### config.mk
export PLATFORM = sky130hd
export DESIGN_NAME = sum_checked_frame_deframer_unit
export DESIGN_NICKNAME = d
export VERILOG_FILES = /design/src/rtl/scfd_pkg.sv /design/src/rtl/sum_checked_frame_deframer_unit.sv
export SDC_FILE = /design/constraint.sdc
export NUM_CORES = 1
export LEC_CHECK = 0
export ABC_CLOCK_PERIOD_IN_PS = 4800
export BUFFER_PORTS_ARGS = -buffer_cell sky130_fd_sc_hd__buf_2
export CAP_MARGIN = 20
export CELL_PAD_IN_SITES_DETAIL_PLACEMENT = 1
export CELL_PAD_IN_SITES_GLOBAL_PLACEMENT = 2
export CORE_UTILIZATION = 44
export DETAILED_ROUTE_END_ITERATION = 10
export PLACE_DENSITY = 0.78
export SYNTH_ARGS = -nofsm -noshare
export SYNTH_HDL_FRONTEND = slang
export SYNTH_SLANG_ARGS = --single-unit
### constraint.sdc
create_clock -name clk -period 4.8 [get_ports clk]
set_input_delay 0.72 -clock clk [delete_from_list [all_inputs] [get_ports clk]]
set_output_delay 0.72 -clock clk [all_outputs]
set_load 0.01 [all_outputs]
### src/rtl/scfd_pkg.sv
// ----------------------------------------------------------------------------
// scfd_pkg
// Shared constants for the sum-checked frame deframer.
// ----------------------------------------------------------------------------
package scfd_pkg;

  localparam int unsigned SCFD_MAX_FRAME = 64;
  localparam int unsigned BYTE_W         = 8;
  localparam logic [BYTE_W-1:0] HEADER_RESET = 8'd250;

endpackage

### src/rtl/sum_checked_frame_deframer_unit.sv
// ----------------------------------------------------------------------------
// sum_checked_frame_deframer_unit
// Buffers received bytes in a circular window memory, scans for header/length
// framed packets, checks the modulo-256 sum and streams out valid frames.
// ----------------------------------------------------------------------------
// Usage:
//   s_axis_*  : one received serial byte per item.
//   m_axis_*  : validated frame bytes, header through checksum; tuser marks the
//               header byte, tlast the checksum byte.
//   cfg_*     : write of header_byte, always ready; write only while idle.
// Timing: an input item is taken only while the scanner is idle. After it the
//   scanner reads the window memory one entry per cycle through its single read
//   port, while the output does not stall: it tests a header, reads the length,
//   sums a candidate frame, then streams it out. A failed check drops one byte
//   and rescans before the input is free again.
// Reset: window empty, header_byte = 250; the memory is not cleared, since only
//   buffered entries are ever read.
// Stall: m_axis_tready low holds the output register and the streaming pass;
//   input is refused until the scan is idle again.
// ----------------------------------------------------------------------------
module sum_checked_frame_deframer_unit
  import scfd_pkg::*;
#(
  parameter int unsigned MAX_FRAME = SCFD_MAX_FRAME
) (
  input  logic              clk,
  input  logic              rst,
  input  logic              s_axis_tvalid,
  output logic              s_axis_tready,
  input  logic [BYTE_W-1:0] s_axis_tdata,   // [7:0] rx_byte
  output logic              m_axis_tvalid,
  input  logic              m_axis_tready,
  output logic [BYTE_W-1:0] m_axis_tdata,   // [7:0] frame_byte
  output logic              m_axis_tuser,   // [0] is_first
  output logic              m_axis_tlast,   // is_last
  input  logic              cfg_valid,
  output logic              cfg_ready,
  input  logic [BYTE_W-1:0] cfg_data        // [7:0] header_byte
);

  localparam int unsigned AW = $clog2(MAX_FRAME);
  localparam int unsigned CW = $clog2(MAX_FRAME + 1);

  localparam logic [2:0] S_IDLE = 3'd0;
  localparam logic [2:0] S_SCAN = 3'd1;
  localparam logic [2:0] S_HDR  = 3'd2;
  localparam logic [2:0] S_LEN  = 3'd3;
  localparam logic [2:0] S_SUM  = 3'd4;
  localparam logic [2:0] S_EMIT = 3'd5;

  logic [2:0]        state, state_next;
  logic [AW-1:0]     start, start_next;
  logic [CW-1:0]     count, count_next;
  logic [CW-1:0]     tot, tot_next;
  logic [AW-1:0]     idx, idx_next;
  logic [BYTE_W-1:0] sum, sum_next;
  logic [BYTE_W-1:0] header_byte;

  logic [BYTE_W-1:0] mem [MAX_FRAME];
  logic              wr_en;
  logic [AW-1:0]     wr_addr;
  logic              rd_en;
  logic [AW-1:0]     rd_idx;
  logic [AW-1:0]     rd_addr;
  logic [BYTE_W-1:0] rdata;

  logic              out_load;
  logic              out_first, out_last;
  logic [8:0]        len_total;
  logic              idx_is_last;
  logic              out_free;

  function automatic logic [AW-1:0] wrap(input logic [AW-1:0] base, input logic [CW-1:0] off);
    logic [CW:0] s;
    s = (CW+1)'(base) + (CW+1)'(off);
    if (s >= (CW+1)'(MAX_FRAME)) begin
      s = s - (CW+1)'(MAX_FRAME);
    end
    return AW'(s);
  endfunction

  assign s_axis_tready = (state == S_IDLE);
  assign cfg_ready     = 1'b1;
  assign len_total     = {1'b0, rdata} + 9'd2;
  assign idx_is_last   = (CW'(idx) == tot - CW'(1));
  assign out_free      = !m_axis_tvalid || m_axis_tready;
  assign wr_addr       = wrap(start, count);
  assign rd_addr       = wrap(start, CW'(rd_idx));

  always_comb begin
    state_next = state;
    start_next = start;
    count_next = count;
    tot_next   = tot;
    idx_next   = idx;
    sum_next   = sum;
    wr_en      = 1'b0;
    rd_en      = 1'b0;
    rd_idx     = '0;
    out_load   = 1'b0;
    out_first  = 1'b0;
    out_last   = 1'b0;
    case (state)
      S_IDLE: begin
        if (s_axis_tvalid) begin
          wr_en = 1'b1;
          // full window: drop the oldest byte, the new one takes its slot
          if (count >= CW'(MAX_FRAME)) begin
            start_next = wrap(start, CW'(1));
          end else begin
            count_next = count + CW'(1);
          end
          state_next = S_SCAN;
        end
      end
      S_SCAN: begin
        if (count == '0) begin
          state_next = S_IDLE;
        end else begin
          rd_en      = 1'b1;
          rd_idx     = '0;
          state_next = S_HDR;
        end
      end
      S_HDR: begin
        if (rdata != header_byte) begin
          start_next = wrap(start, CW'(1));
          count_next = count - CW'(1);
          state_next = S_SCAN;
        end else if (count < CW'(2)) begin
          state_next = S_IDLE;
        end else begin
          rd_en      = 1'b1;
          rd_idx     = AW'(1);
          state_next = S_LEN;
        end
      end
      S_LEN: begin
        if (len_total > 9'(MAX_FRAME)) begin
          start_next = wrap(start, CW'(1));
          count_next = count - CW'(1);
          state_next = S_SCAN;
        end else if (9'(count) < len_total) begin
          state_next = S_IDLE;
        end else begin
          tot_next   = CW'(len_total);
          sum_next   = header_byte;
          rd_en      = 1'b1;
          rd_idx     = AW'(1);
          idx_next   = AW'(1);
          state_next = S_SUM;
        end
      end
      S_SUM: begin
        if (idx_is_last) begin
          if (sum == rdata) begin
            rd_en      = 1'b1;
            rd_idx     = '0;
            idx_next   = '0;
            state_next = S_EMIT;
          end else begin
            start_next = wrap(start, CW'(1));
            count_next = count - CW'(1);
            state_next = S_SCAN;
          end
        end else begin
          sum_next = sum + rdata;
          rd_en    = 1'b1;
          rd_idx   = idx + AW'(1);
          idx_next = idx + AW'(1);
        end
      end
      S_EMIT: begin
        // hold the read data until the output register frees up
        if (out_free) begin
          out_load  = 1'b1;
          out_first = (idx == '0);
          out_last  = idx_is_last;
          if (idx_is_last) begin
            start_next = wrap(start, tot);
            count_next = count - tot;
            state_next = S_SCAN;
          end else begin
            rd_en    = 1'b1;
            rd_idx   = idx + AW'(1);
            idx_next = idx + AW'(1);
          end
        end
      end
      default: begin
        state_next = S_IDLE;
      end
    endcase
  end

  always_ff @(posedge clk) begin
    if (wr_en) begin
      mem[wr_addr] <= s_axis_tdata;
    end
    if (rd_en) begin
      rdata <= mem[rd_addr];
    end
  end

  always_ff @(posedge clk) begin
    if (rst) begin
      state         <= S_IDLE;
      start         <= '0;
      count         <= '0;
      header_byte   <= HEADER_RESET;
      m_axis_tvalid <= 1'b0;
    end else begin
      state <= state_next;
      start <= start_next;
      count <= count_next;
      if (cfg_valid) begin
        header_byte <= cfg_data;
      end
      if (out_load) begin
        m_axis_tvalid <= 1'b1;
      end else if (m_axis_tready) begin
        m_axis_tvalid <= 1'b0;
      end
    end
  end

  always_ff @(posedge clk) begin
    tot <= tot_next;
    idx <= idx_next;
    sum <= sum_next;
    if (out_load) begin
      m_axis_tdata <= rdata;
      m_axis_tuser <= out_first;
      m_axis_tlast <= out_last;
    end
  end

`ifndef SYNTH
  a_count_bound: assert property (@(posedge clk) disable iff (rst)
    count <= CW'(MAX_FRAME))
    else $error("window count exceeds depth");

  a_frame_removed: assert property (@(posedge clk) disable iff (rst)
    (state == S_EMIT && out_load && out_last) |=> count == $past(count) - $past(tot))
    else $error("emitted frame not removed from window");

  a_first_not_last: assert property (@(posedge clk) disable iff (rst)
    m_axis_tvalid |-> !(m_axis_tuser && m_axis_tlast))
    else $error("frame byte marked both first and last");
`endif

endmodule
Word-level counts from Yosys, hierarchy flattened
Memory sizes are Yosys's and may differ from the RTL's. A register that Yosys moved wholly into a read port is not among the register bits. Cells that the tools add are included.

Flip-flop bits (word level): 56. Memory bits (writable): 512. Bits of input ports: 21. Output and inout bits: 13. Word-level logic and storage cells: 144. Memories: 1.

$add $sub $neg: 15. Magnitude comparators: 8. Equal/unequal tests: 22. Mux-type cells: 69. Bitwise gates (word level): 2. Reductions and logical operators: 16.

Memories: mem (words 64, bits a word 8, rd ports 1, clocked after memory_dff 1, wr ports 1, RTL line sum_checked_frame_deframer_unit.sv:59) `logic [BYTE_W-1:0] mem [MAX_FRAME];`.

Operators by type and width (count): 6-bit two-way mux (20); 7-bit two-way mux (8); 7-bit case mux with 5 select lines (1); 6-bit case mux with 5 select lines (1); 8-bit two-way mux (3); 2-bit != test (second input constant) (12); 6-bit case mux with 4 select lines (1); 6-bit by 1-bit subtractor with 6-bit output (second input constant) (4); 7-bit greater-or-equal comparator (second input constant) (3); 1-bit two-way mux (21); 3-bit two-way mux (7); 3-bit case mux with 6 select lines (1); 6-bit case mux with 3 select lines (1); 9-bit AND reduction (2); 6-bit by 7-bit adder with 8-bit output (2); 8-bit by 7-bit greater-or-equal comparator with 1-bit output (second input constant) (2); 8-bit case mux with 2 select lines (1); 7-bit by 1-bit subtractor with 7-bit output (second input constant) (2); 8-bit by 2-bit adder with 9-bit output (second input constant) (1); 9-bit by 7-bit > comparator with 1-bit output (second input constant) (1); 7-bit by 9-bit less-than comparator with 1-bit output (1); 8-bit adder (1); 8-bit equality test (1); 8-bit != test (1); other kinds (27) (34).

Longest topological paths before layout
Gate-level depths: netlist (run 1).

Depth in word-level cells: 8. Gate-level depth with buffers: 19. Gate-level depth less buffers: 18.

Worst setup path before layout (run 1)
No wires, ideal clock.

Path kind: register -> register. Start: register rdata[1], read port of mem. End: register rdata[5], read port of mem (data pin). Library setup time: 0.276 ns. Arrival time: 4.930 ns. Required time: 4.524 ns. Setup slack: -0.406 ns. Cell stages (with the launch flop): 20. Buffers on the path: 3. Period minus slack after synthesis: 5.206 ns. Path through: edfxtp_1 ha_1 nand3_1 xor2_1 ha_1 and3_1 a221oi_1 a21oi_1 o21ai_0 o221ai_1 ha_1 fa_1 clkbuf_1 clkbuf_1 clkbuf_1 mux4_2 mux2i_1 mux2i_1 mux2i_1 mux2i_1.

Longest elaborated chain between the ends: 8. Elaborated cells on any way between the ends: 19. Those cells by class: add/sub (3); order compare (3); eq/ne (2); mux (11).

Ends and longest elaborated chain: start: declaration (RTL line sum_checked_frame_deframer_unit.sv:65) `logic [BYTE_W-1:0] rdata;`; 8-bit by 2-bit adder with 9-bit output (RTL line sum_checked_frame_deframer_unit.sv:84) `assign len_total = {1'b0, rdata} + 9'd2;`; 7-bit by 9-bit less-than comparator with 1-bit output (RTL line sum_checked_frame_deframer_unit.sv:143) `end else if (9'(count) < len_total) begin`; 1-bit two-way mux (RTL line sum_checked_frame_deframer_unit.sv:143); 1-bit two-way mux (RTL line sum_checked_frame_deframer_unit.sv:139) `if (len_total > 9'(MAX_FRAME)) begin`; 6-bit case mux with 4 select lines (RTL line sum_checked_frame_deframer_unit.sv:103) `case (state)`; 6-bit by 6-bit adder with 7-bit output (RTL line sum_checked_frame_deframer_unit.sv:75) `s = (CW+1)'(base) + (CW+1)'(off);`; 6-bit by 1-bit subtractor with 6-bit output / 7-bit greater-or-equal comparator (equally long branches) (RTL line sum_checked_frame_deframer_unit.sv:77, sum_checked_frame_deframer_unit.sv:76); 6-bit two-way mux (RTL line sum_checked_frame_deframer_unit.sv:76) `if (s >= (CW+1)'(MAX_FRAME)) begin`.

Parallel ways exist; a longest one is shown, timed or not. A chain may end at the register's enable or synchronous reset.

Final worst setup path (run 1)
Start: register rdata[1], read port of mem. End: register rdata[4], read port of mem (data pin).

Same word-level chain as after synthesis.

==> summary.txt, run 1 <==
pre-CTS setup slack -> -0.518 ns
# DRC -> 0
VDD IR max -> 0.323 mV
Synth area leaders -> edfxtp_1, mux4_2, mux2i_1
Final Skew -> 0.0249 ns
clk root buf -> clkbuf_16
yosys warns -> 0
GRT Residual Overflow -> 0
die height -> 236 µm
Int Power -> 0.00959 W
syn avg cell area -> 18.5 µm²
max-slew violations -> 0
Post-synth EDFFs -> 551
worst r2r src -> rdata[1]$_DFFE_PP_
Crit. Startpoint -> rdata[1]$_DFFE_PP_
count of final setup violators -> 8
Cell Area, Placed -> 0.0261 mm²
total net switching power -> 0.00359 W
outcome -> finished, violations left
startpoint types -> register
CTS clk-pin slew, worst paths -> 0.07 ns
sequential share of the synthesized area -> 0.705
asr flop ratio synth -> 0
Mapped Area -> 0.0242 mm²
worst hold path startpoint -> cfg_data[7]
Post-Syn Nets -> 1,369
max_cap viols -> 0
CTS tree -> built
clk sink count -> 576
Slew @ Worst Pin -> 1.07 ns
CP arrival -> 5.41 ns
initial antenna violation count -> 0
pin count of the biggest net entering global routing -> 65
failing checks -> negative setup slack
final instance area -> 0.0286 mm²
sw frac -> 0.273
DRT Pass-1 Iters -> 5
Final Hold Vio Count -> 0
CP Class -> reg -> reg
diodes inserted -> 0
global-route wire length before repair -> 91.7 mm
CTS Buf Count -> 58
drt wl/cell -> 28.1 µm
final worst path period share -> 1.05
CP Max Fanout -> 6
worst setup margin -> -0.248 ns
synthesis-to-finish area growth -> 18.4%
RePlAce Congestion -> 0.818
Critical Path End Type -> register
P per Cell Area -> 461 mW/mm²
share of layout cells above drive strength 1 -> 0.298
H-Tree Depth -> 2
Starting Density -> 0.447
leakage -> 9.41 nW
initial DRC count -> 995
Fmax -> 198 MHz
vias -> 12,800
CTS max path bufs -> 3
Clk pwr share -> 0.334
gr usage total -> 0.228
Clk Latency, worst-skew pair -> 0.62 ns
worst min path class -> in -> reg
Req. time, crit path -> 5.16 ns
Final #Nets -> 1,552
IO Pins -> 34
register share of total power -> 0.437
min Tclk post-route -> 5.05 ns
Via density -> 5.77
dominant cell type by area after synthesis -> edfxtp_1
share of the synthesized area in the top cell type -> 0.685
die width -> 236 µm
Synth Instances -> 1,306
vias in the first global route -> 13,800
synth unique cells -> 60
Synth Register Bits -> 576
Detail Route Antenna Nets -> 0
hpwl dp -> 38.8 mm
IO buf count -> 32
top_reg_cell synth -> edfxtp_1
relative slew slack -> 0.285
die area -> 0.0559 mm²
Routed WL -> 62.7 mm
core area -> 0.0540 mm²
RSZ-0062 raised after global routing -> yes
Comb pwr share -> 0.229
FP Rows -> 85
[timing repair]
item,4_1_cts,5_1_grt
gates resized for setup,47,19
setup endpoints to repair,8,8
pin swaps,5,11
gates cloned,8,1
hold buffers,0,0
setup buffers,16,2
[through the flow]
stage,hold slack (ns),utilization,TNS [ns],power (W),cells
after floorplan,0.478,-,0,0.00738,1306
after global placement,0.501,0.482,-2.76,0.00836,2096
after detailed placement,0.524,0.482,-3.42,0.00842,2096
after CTS,0.280,0.526,-0.920,0.0132,2222
after global routing,0.299,0.529,-2.81,0.0136,2227
final,0.302,0.529,-1.86,0.0132,2227
[cells in the final DEF (no fill, tap or decap), drive strengths merged, types with 3 or more instances in the layout]
cell type	instances
nor3	8
nand2b	4
nand3	22
dfxtp	25
a211o	9
nor4	5
ha	37
nor2b	13
nand2	42
fa	5
mux2i	76
buf	173
a21o	9
edfxtp	551
bufinv	4
xnor2	30
mux4	144
o21ai	27
nand4	3
inv	33
xor2	22
clkbuf	68
or3	3
and3	8
clkinvlp	7
nor2	106
o21bai	6
a211oi	3
a21oi	32
clkinv	21
[worst paths after layout]
kind                                                    end  slack, ns  depth (start not counted)
worst min-delay path            header_byte[7]$_SDFFE_PP1P_       0.30                          2
worst max register to register           rdata[4]$_DFFE_PP_      -0.25                         22
worst max-delay path                     rdata[4]$_DFFE_PP_      -0.25                         22
worst min register to register        count[6]$_SDFFE_PP0P_       0.53                          2
[state kept, by name (all words and copies together) (netlist names), 7 cells and up]
name / count
tot: 7
count: 7
rdata: 8
header_byte: 8
sum: 8
mem: 512
m_axis_tdata: 8
[power by group through the flow]
stage / clock network [W] / registers (W) / logic (W)
floorplan: 0 / 0.00584 / 0.00154
global placement: 0 / 0.00585 / 0.00251
detailed placement: 0 / 0.00586 / 0.00257
CTS: 0.00446 / 0.00576 / 0.00295
global route: 0.00462 / 0.00577 / 0.00320
finish: 0.00440 / 0.00576 / 0.00302
[worst max-delay path: stages (launching register included)]
cell and delay, ns:
edfxtp_1 0.45, ha_4 0.19, nand3_2 0.09, xor2_2 0.17, buf_4 0.14, buf_4 0.12
buf_4 0.13, buf_4 0.13, buf_4 0.13, buf_4 0.13, nand4_1 0.12, a21oi_2 0.09
o21ai_2 0.09, o221ai_2 0.14, ha_4 0.19, fa_4 0.89, buf_6 0.14, buf_6 0.13
buf_16 0.15, mux4_2 0.33, mux4_2 0.52, mux2i_1 0.20, mux2i_1 0.10
[cell usage after synthesis (4+ instances only)]
cell,count
nand2b_1,4
dfxtp_1,25
and3_1,7
o21bai_1,6
ha_1,37
a21oi_1,32
inv_1,30
nor2b_1,13
edfxtp_1,551
nand2_1,42
nor3_1,8
a211o_1,9
mux2i_1,76
nor2_1,106
nor4_1,5
clkbuf_1,26
nand3_1,21
buf_1,8
mux4_2,144
o21ai_0,26
buf_2,18
fa_1,5
xor2_1,22
xnor2_1,28
a21o_1,9
[per-layer routing]
| metal | track usage | share of wire | vias up |
|---|---|---|---|
| met3 | 0.0473 | 0.061 | 132 |
| met1 | 0.294 | 0.41 | 6680 |
| li1 | - | - | 5596 |
| met5 | 0 | 0 | - |
| met2 | 0.380 | 0.50 | 431 |
| met4 | 0.0852 | 0.035 | 0 |
[area by class of cell]
type | count | area [µm²]
fill | 4880 | 25400
sequential | 576 | 17000
multi-input combinational | 647 | 7070
timing repair buffer | 176 | 1690
clock buffer | 67 | 1510
tap | 696 | 871
clock inverter | 35 | 305
inverter | 30 | 113
[kinds of logic after synthesis]
group                    count (synthesis)  synth area share
multiplexers                           222             0.167
AND/OR/NAND/NOR                        223            0.0423
other                                    1          0.000155
AO/OA/AOI/OAI                          107            0.0284
buffers and inverters                   83            0.0140
XOR/XNOR                                52            0.0199
adder cells (fa/ha/maj)                 42            0.0233
flip-flops                             576             0.705
Power figures use the tool's default switching activity.
==> run 2, diff against run 1 <==
- ABC_CLOCK_PERIOD_IN_PS: 4800 -> 4200
- clock period: 4.8 -> 4.2 ns (I/O delays scaled with it)
==> summary.txt, run 2 (synthesized netlist as in run 1, its figures left out) <==
outcome -> finished, violations left
failing checks -> negative setup slack
count of final setup violators -> 8 (unchanged)
IO buf count -> 32 (unchanged)
worst r2r src -> rdata[2]$_DFFE_PP_
number of cells on the critical path -> 18 (-18%)
Comb pwr share -> 0.211 (-0.018)
sw frac -> 0.259 (-0.0141)
CP arrival -> 5.34 ns (-0.07 ns)
CTS tree -> built
slowest stage delay, CP -> 0.86 ns (-0.03 ns)
total net switching power -> 0.00399 W (+11%)
Slowest-stage cell, CP -> fa_4
initial antenna violation count -> 0 (unchanged)
CTS Buf Count -> 57 (-1.7%)
hpwl dp -> 38.9 mm (+0.49%)
min Tclk post-route -> 4.98 ns (-0.0722 ns)
final worst path period share -> 1.18 (+0.133)
commonest non-fill, non-tap cell in the layout -> edfxtp_1
worst hold path startpoint -> cfg_data[1]
cells along the critical path -> ha_4 -> nand3_4 -> xor2_2 -> ha_1 -> buf_6 -> a221oi_4 -> a21oi_1 -> o21ai_2 -> o221ai_2 -> ha_4 -> fa_4 -> buf_6 -> buf_16 -> mux4_2 -> mux4_2 -> mux2i_1 -> buf_4 -> mux2i_1
hold depth -> 2 (unchanged)
Int Power -> 0.0114 W (+19%)
DRT Pass-1 Iters -> 5 (unchanged)
max reg flops -> 512 (unchanged)
max-slew violations -> 0 (unchanged)
FP Rows -> 85 (unchanged)
die width -> 236 µm (unchanged)
CTS clk-pin slew, worst paths -> 0.06 ns (about the same)
leakage -> 9.76 nW (+3.8%)
share of layout cells above drive strength 1 -> 0.309 (+0.0105)
die area -> 0.0559 mm² (unchanged)
Routed WL -> 61.3 mm (-2.2%)
Req. time, crit path -> 4.56 ns (-0.60 ns)
Fmax -> 201 MHz (+1.5%)
worst setup margin -> -0.775 ns (-0.528 ns)
RePlAce Congestion -> 0.823 (+0.60%)
VDD IR max -> 0.429 mV (+33%)
Critical Path End Type -> register
register share of total power -> 0.425 (-0.012)
Reg2Reg Depth -> 18 (-18%)
H-Tree Depth -> 2 (unchanged)
RSZ-0062 raised after global routing -> yes
cts hold-fix bufs -> 0 (unchanged)
CP Max Fanout -> 15 (+9)
GRT Residual Overflow -> 0 (unchanged)
clk root buf -> clkbuf_16
die height -> 236 µm (unchanged)
Final Hold Vio Count -> 0 (unchanged)
pin count of the biggest net entering global routing -> 65 (unchanged)
CTS max path bufs -> 3 (unchanged)
Biggest register -> mem
worst reg-to-reg setup slack -> -0.78 ns (-0.53 ns)
drt wl/cell -> 27.0 µm (-4.2%)
startpoint types -> register
Hold EP -> header_byte[1]$_SDFFE_PP1P_
total power -> 0.0154 W (+17%)
P per Cell Area -> 528 mW/mm² (+15%)
Buf/Inv on CP -> 4 (-5)
initial DRC count -> 1,017 (+2.2%)
Detail Route Antenna Nets -> 0 (unchanged)
gr usage total -> 0.224 (-0.00348)
core area -> 0.0540 mm² (unchanged)
delay-heaviest family, CP -> adder cells
# DRC -> 0 (unchanged)
vias -> 13,000 (+1.4%)
Clk pwr share -> 0.364 (+0.030)
relative slew slack -> 0.291 (+0.00618)
Slew @ Worst Pin -> 1.06 ns (-0.00924 ns)
Clk Latency, worst-skew pair -> 0.64 ns (+0.02 ns)
Crit Reg-Reg Endpoint -> rdata[1]$_DFFE_PP_
global-route wire length before repair -> 91.4 mm (-0.33%)
synthesis-to-finish area growth -> 20.9%
Final #Nets -> 1,592 (+2.6%)
Starting Density -> 0.447 (unchanged)
Via density -> 5.73 (-0.64%)
vias in the first global route -> 14,100 (+2.2%)
commonest cells after routing, fill and taps aside -> edfxtp_1, mux4_2, buf_4
Final Skew -> 0.0280 ns (+0.00309 ns)
max_cap viols -> 0 (unchanged)
pre-CTS setup slack -> -1.15 ns (-0.635 ns)
IO Pins -> 34 (unchanged)
clk sink count -> 576 (unchanged)
FILL cells -> 4,901 (+0.43%)
CP Class -> reg -> reg
worst min path class -> in -> reg
diodes inserted -> 0 (unchanged)
==> run 2: cell count changes in the layout (fill, tap and decap cells not counted), sizes merged <==
cell      before  now
buf          173  215
bufbuf         2    1
bufinv         4   13
clkbuf        68   69
clkinv        21   23
clkinvlp       7    1
inv           33   31
==> run 2: how the worst max path moves through the flow <==
| stage | from | to | slack [ns] |
|---|---|---|---|
| floorplan | rdata[1]$_DFFE_PP_ | rdata[0]$_DFFE_PP_ | -0.16 |
| CTS | rdata[2]$_DFFE_PP_ | rdata[3]$_DFFE_PP_ | -0.88 |
| detailed placement | rdata[2]$_DFFE_PP_ | rdata[3]$_DFFE_PP_ | -1.15 |
| global route | rdata[1]$_DFFE_PP_ | rdata[1]$_DFFE_PP_ | -0.94 |
| finish | rdata[2]$_DFFE_PP_ | rdata[1]$_DFFE_PP_ | -0.78 |
| global placement | rdata[2]$_DFFE_PP_ | rdata[3]$_DFFE_PP_ | -1.06 |
==> run 2: area by class of cell <==
cell class / instances / area [µm²] / area share
flip-flops and latches: 576 / 17000 / 0.584
clock inverters: 38 / 538 / 0.0184
multi-input cells: 647 / 7020 / 0.240
clock buffers: 68 / 1510 / 0.0517
well taps: 696 / 871 / 0.0298
inverters: 30 / 113 / 0.00385
repair buffers: 217 / 2120 / 0.0726
==> run 2: through the flow <==
stage / area [µm²] / hold WS, ns / TNS [ns] / util / cells
6_report: 29200 / 0.207 / -6.04 / 0.541 / 2272
3_5_place_dp: 26600 / 0.532 / -8.19 / 0.492 / 2138
2_1_floorplan: 24300 / 0.478 / -1.27 / - / 1306
3_3_place_gp: 26600 / 0.510 / -7.35 / 0.492 / 2138
4_1_cts: 29000 / 0.179 / -6.82 / 0.536 / 2263
5_1_grt: 29200 / 0.207 / -7.18 / 0.541 / 2272
==> run 2: routing by layer <==
layer  routed length (µm)  GRT usage
met3                 2970     0.0308
met1                25500      0.296
met2                31300      0.388
met4                 1530     0.0657
met5                    0          0
==> run 2: what timing repair did <==
item | in CTS | in global routing
gates cloned | 5 | 1
endpoints found under the setup margin | 8 | 8
resized for setup | 20 | 13
hold endpoints to repair | 0 | 0
pin swaps | 6 | 2
setup buffers | 14 | 2
==> run 2: power groups by stage <==
stage / clock (W) / sequential, W / combinational, W
detailed placement: 0 / 0.00668 / 0.00297
global route: 0.00587 / 0.00657 / 0.00350
global placement: 0 / 0.00668 / 0.00291
floorplan: 0 / 0.00668 / 0.00184
CTS: 0.00569 / 0.00656 / 0.00321
finish: 0.00561 / 0.00656 / 0.00326
